**src/sv/hrkf_pkg.sv**
```systemverilog
`timescale 1ns / 1ps

package hrkf_pkg;

    // Fixed-point format of the filter state
    localparam int FRAC_BITS = 32;
    localparam int ST_W      = 48;
    localparam int WIDE_W    = 50;

    typedef logic signed [ST_W-1:0]   t_st;
    typedef logic signed [WIDE_W-1:0] t_wide;

    localparam t_st ST_MAX = 48'sh7FFF_FFFF_FFFF;
    localparam t_st ST_MIN = 48'sh8000_0000_0000;

    localparam longint ONE_L     = longint'(1) <<< FRAC_BITS;
    localparam t_st    COV_AA_RST = t_st'(ONE_L);
    localparam t_st    COV_BB_RST = t_st'((9 * ONE_L + 5) / 10);
    localparam t_st    HEAD_LIM   = t_st'(360 * ONE_L);

    // Configuration register indexes
    localparam logic [1:0] REG_PROCESS_VAR = 2'd0;
    localparam logic [1:0] REG_MEAS_VAR    = 2'd1;
    localparam logic [1:0] REG_STEP_TIME   = 2'd2;

    localparam logic [31:0] PROCESS_VAR_RST = 32'd4734976;
    localparam logic [31:0] MEAS_VAR_RST    = 32'd65536;
    localparam logic [31:0] STEP_TIME_RST   = 32'd4294967;

    // Sequencer steps, in execution order
    typedef enum logic [4:0] {
        ST_DT2  = 5'd0,
        ST_DT3  = 5'd1,
        ST_DT4  = 5'd2,
        ST_QD11 = 5'd3,
        ST_QD12 = 5'd4,
        ST_QD22 = 5'd5,
        ST_HP   = 5'd6,
        ST_T1   = 5'd7,
        ST_T2   = 5'd8,
        ST_T3   = 5'd9,
        ST_PRED = 5'd10,
        ST_K1   = 5'd11,
        ST_K2   = 5'd12,
        ST_UH   = 5'd13,
        ST_UR   = 5'd14,
        ST_UAA  = 5'd15,
        ST_UAB  = 5'd16,
        ST_UBA  = 5'd17,
        ST_UBB  = 5'd18
    } t_step;

    typedef struct packed {
        logic  load;  // capture the new sample
        logic  go;    // start the current step
        logic  emit;  // load the output register
        t_step step;
    } t_cmd;

    typedef struct packed {
        logic op_done;  // multiply or divide result written back
    } t_sts;

endpackage

```
**src/sv/hrkf_ctrl.sv**
```systemverilog
`timescale 1ns / 1ps

module hrkf_ctrl (
    input  logic          i_clk,
    input  logic          i_rst_n,
    input  logic          i_in_valid,
    output logic          o_in_ready,
    output logic          o_out_valid,
    input  logic          i_out_ready,
    output hrkf_pkg::t_cmd o_cmd,
    input  hrkf_pkg::t_sts i_sts
);
    import hrkf_pkg::*;

    typedef enum logic [3:0] {
        S_IDLE  = 4'b0001,
        S_ISSUE = 4'b0010,
        S_WAIT  = 4'b0100,
        S_FIN   = 4'b1000
    } t_state;

    t_state r_state, n_state;
    t_step  r_step, n_step;
    logic   r_out_valid, n_out_valid;
    logic   accept, emit_ok;

    assign o_in_ready  = (r_state == S_IDLE);
    assign accept      = i_in_valid && o_in_ready;
    assign emit_ok     = !r_out_valid || i_out_ready;
    assign o_out_valid = r_out_valid;

    always_comb begin
        n_state     = r_state;
        n_step      = r_step;
        o_cmd.load  = 1'b0;
        o_cmd.go    = 1'b0;
        o_cmd.emit  = 1'b0;
        o_cmd.step  = r_step;
        unique case (r_state)
            S_IDLE: begin
                if (accept) begin
                    o_cmd.load = 1'b1;
                    n_step     = ST_DT2;
                    n_state    = S_ISSUE;
                end
            end
            S_ISSUE: begin
                o_cmd.go = 1'b1;
                if (r_step == ST_PRED) begin
                    n_step = ST_K1;  // register-only update, no wait; stay issuing
                end else begin
                    n_state = S_WAIT;
                end
            end
            S_WAIT: begin
                if (i_sts.op_done) begin
                    if (r_step == ST_UBB) begin
                        n_state = S_FIN;
                    end else begin
                        n_step  = t_step'(r_step + 5'd1);
                        n_state = S_ISSUE;
                    end
                end
            end
            S_FIN: begin
                if (emit_ok) begin
                    o_cmd.emit = 1'b1;
                    n_state    = S_IDLE;
                end
            end
            default: n_state = S_IDLE;
        endcase
    end

    always_comb begin
        n_out_valid = r_out_valid;
        if (o_cmd.emit) begin
            n_out_valid = 1'b1;
        end else if (i_out_ready) begin
            n_out_valid = 1'b0;
        end
    end

    always_ff @(posedge i_clk) begin
        if (!i_rst_n) begin
            r_state     <= S_IDLE;
            r_step      <= ST_DT2;
            r_out_valid <= 1'b0;
        end else begin
            r_state     <= n_state;
            r_step      <= n_step;
            r_out_valid <= n_out_valid;
        end
    end

endmodule

```
**config.mk**
```make
export PLATFORM = sky130hd
export DESIGN_NAME = hrkf_ctrl
export DESIGN_NICKNAME = d
export VERILOG_FILES = /design/src/sv/hrkf_pkg.sv /design/src/sv/hrkf_ctrl.sv
export SDC_FILE = /design/constraint.sdc
export NUM_CORES = 1
export LEC_CHECK = 0
export BUFFER_PORTS_ARGS = -buffer_cell sky130_fd_sc_hd__clkbuf_2
export CELL_PAD_IN_SITES_DETAIL_PLACEMENT = 0
export CELL_PAD_IN_SITES_GLOBAL_PLACEMENT = 2
export CORE_UTILIZATION = 33
export CTS_BUF_LIST = sky130_fd_sc_hd__clkbuf_8
export DETAILED_ROUTE_END_ITERATION = 16
export PLACE_DENSITY = 0.84
export SETUP_SLACK_MARGIN = 0.3
export SLEW_MARGIN = 15
export SYNTH_ARGS = -nofsm -noshare
export SYNTH_HDL_FRONTEND = slang
export SYNTH_SLANG_ARGS = --single-unit
export TNS_END_PERCENT = 1
```
**constraint.sdc**
```tcl
create_clock -name i_clk -period 2.15 [get_ports i_clk]
set_input_delay 0.3225 -clock i_clk [delete_from_list [all_inputs] [get_ports i_clk]]
set_output_delay 0.3225 -clock i_clk [all_outputs]
set_load 0.005 [all_outputs]
```
==> results.md <==
* Most frequent cells in the layout: 14 x clkbuf_2, 9 x dfxtp_1, 7 x nor2_1
* RSZ-0062 raised after global routing: false
* Synthesized flop and latch total at 10
* Fillers at 215
* Crit-path cells: nor4b_4 > clkbuf_2
* Post-place setup slack at ~0.43 ns
* Total clock sinks at 10
* Primary FF master, synth: dfxtp_1
* Setup violators final at 0
* Routed WL at 1632 um
* Wire length on met3 at around 46 um
* Minimum clock period at around 1.8 ns
* Layout area overhead at 18.29%
* DP Cell Count at about 120
* Maxcap violations at 0
* DRT antenna net count at 0
* Metal2 WL at ~740 um
* Post-Syn Nets at a little under 90
* RePlAce Congestion at between 0.7 and 0.8
* Setup TNS at 0 ns
* Die H at roughly 49 um
* Fin crit share at between 80% and 90%
* Clk slew on worst S/H paths at 0.05 ns
* Tot GR Track Use at 15.23%
* DR DRC count at 0
* Startpoint types: flop
* Syn_area_per_cell at roughly 8.9 um^2
* Via density per instance at 5.339
* Hold-fix buffers, CTS at 0
* IO Port Bufs at 14
* Slew margin rel. at 66.23%
* Post-synth EDFFs at 0
* Synth cell types at 40
* Global route overflow at 0
* CP arrival at ~1.4 ns
* Final Hold Fails at 0
* Starting DRT DRC Count at 10
* DR pass1 iterations at 3
* Pin count of the biggest net entering global routing at 10
* Critical Path Start: r_state[1]
* Ant diodes at 0
* Wire per inst at 13.49 um
* Synth Warn # at 0
* Root buf cell: clkbuf_8
* Worst-Margin Slew at ~0.50 ns
* Status: complete, no violations
* # resized after CTS at 1
* Slowest-stage cell, CP: nor4b_4
* Final HPWL DP at between 1000 and 1500 um
* Setup Skew at ~0.0095 ns
* Req. time, crit path at 1.83 ns
* Post-CTS setup buffer count at 0
* Core area at 0.002002 mm^2
* First-pass GRT wire length at around 2700 um
* Clk buf depth at 2
* Syn Inst Count at 81
* Cell area after synthesis at slightly above 700 um^2
* DR top layer: met4
* Sequential share of the synthesized area at between 20 and 30%
* Cell Rows at 16
* Clock latency on the worst-skew pair at ~0.25 ns
* Critical path type: reg2out
* # IOs at 15
* Leakage at 0.3076 nW
* WHS at around 0.37 ns
* HP Start: i_rst_n
* PwrDens at slightly above 800 mW/mm^2
* Crit. End Element: primary output
* Initial antenna violation count at 0
* Die ar. at between 0.002 and 0.0025 mm^2
* Worst-path maximum fanout at 8
* Fin nets at 102
* CTS tree: built
* Vias in the first global route at 562
* Non-Filler Instances at between 100 and 150
* Vias at roughly 650
* Starting Density at ~36%
* Fraction of layout cells with a size suffix above 1 at 32.98%
* Final worst setup slack at a little under 0.4 ns
* H-Tree Depth at 1
* Met1 wire length at approximately 800 um
* Most common cell after layout, fill and taps aside: clkbuf_2
* Num CTS Buffers at 3
* Asr flop ratio synth at 0%
* Hold Crit Class: in2reg
* Max-slew violations at 0
* Critical path's largest stage delay at 0.50 ns
* Die width at between 40 and 50 um
* F_max at about 570 MHz
* Reg2reg start: r_state[1]
* VDD IR max at ~440 uV
-- cell usage after synthesis (all sizes together), types with 3 or more instances --
| master | count | area [um^2] |
|---|---|---|
| a21oi | 3 | 18.77 |
| a31oi | 4 | 25.02 |
| nor2 | 7 | 26.28 |
| buf | 6 | 41.28 |
| nor2b | 3 | 18.77 |
| inv | 5 | 18.77 |
| nor3 | 5 | 35.03 |
| nor3b | 3 | 22.52 |
| o21ai | 3 | 18.77 |
| dfxtp | 10 | 200.2 |
-- kinds of logic (layout without fill, tap and decap cells) --
kind of cell | count (synthesis) | after routing | share of synthesized area [%]
xor gates and xnor gates | 2 | 2 | 2.439
adders and majority gates | 2 | 2 | 3.484
AOI/OAI and AO/OA | 23 | 23 | 25.09
DFF | 10 | 10 | 27.87
buffers and inverters | 11 | 24 | 8.361
and+or+nand+nor | 33 | 33 | 32.75
-- worst max-delay path, delay by kind of cell, from the launching register on --
kind,cells,cell delay (ns)
and+or+nand+nor,1,0.50
DFF,1,0.49
buffers and inverters,1,0.20
-- per-stage QoR --
step           total power, mW  utilization [%]  cell area (um^2)
4_1_cts                 0.6875            42.38             848.3
3_3_place_gp            0.4406            39.38             788.3
6_report                0.6843            42.44             849.6
2_1_floorplan           0.3928                -             718.2
5_1_grt                 0.7248            42.44             849.6
3_5_place_dp            0.4407            39.38             788.3
-- layout make-up --
cell class	count	area (um^2)	share of cell area [%]
Multi-Input combinational cell	60	462.9	54.49
Inverter	5	18.77	2.209
Timing Repair Buffer	15	77.57	9.131
Clock buffer	4	55.05	6.480
Sequential cell	10	201.4	23.71
Tap cell	27	33.78	3.976
-- registers in the layout (all words and copies together), names as in the netlist --
signal / cells
o_out_valid: 1
r_state: 4
r_step: 5
-- metal layers --
layer	up-vias	track usage (%)
met1	304	19.73
met5	-	0
met4	0	10.29
met2	11	23.38
li1	326	-
met3	5	1.887
-- power breakdown --
| part | internal [mW] | switching, mW | total (mW) |
|---|---|---|---|
| Clock | 0.162 | 0.0826 | 0.244 |
| Sequential | 0.207 | 0.0392 | 0.246 |
| Combinational | 0.0980 | 0.0959 | 0.194 |
| Total | 0.467 | 0.218 | 0.684 |
-- path summary, 6_finish.rpt --
path | cells past startpoint | slack, ns | endpoint
worst max register to register | 4 | 0.43 | r_step[3]
worst min register to register | 2 | 0.62 | r_state[3]
worst max-delay path | 2 | 0.39 | o_cmd[6]
worst min-delay path | 2 | 0.37 | r_step[4]
Power figures use the tool's default switching activity.
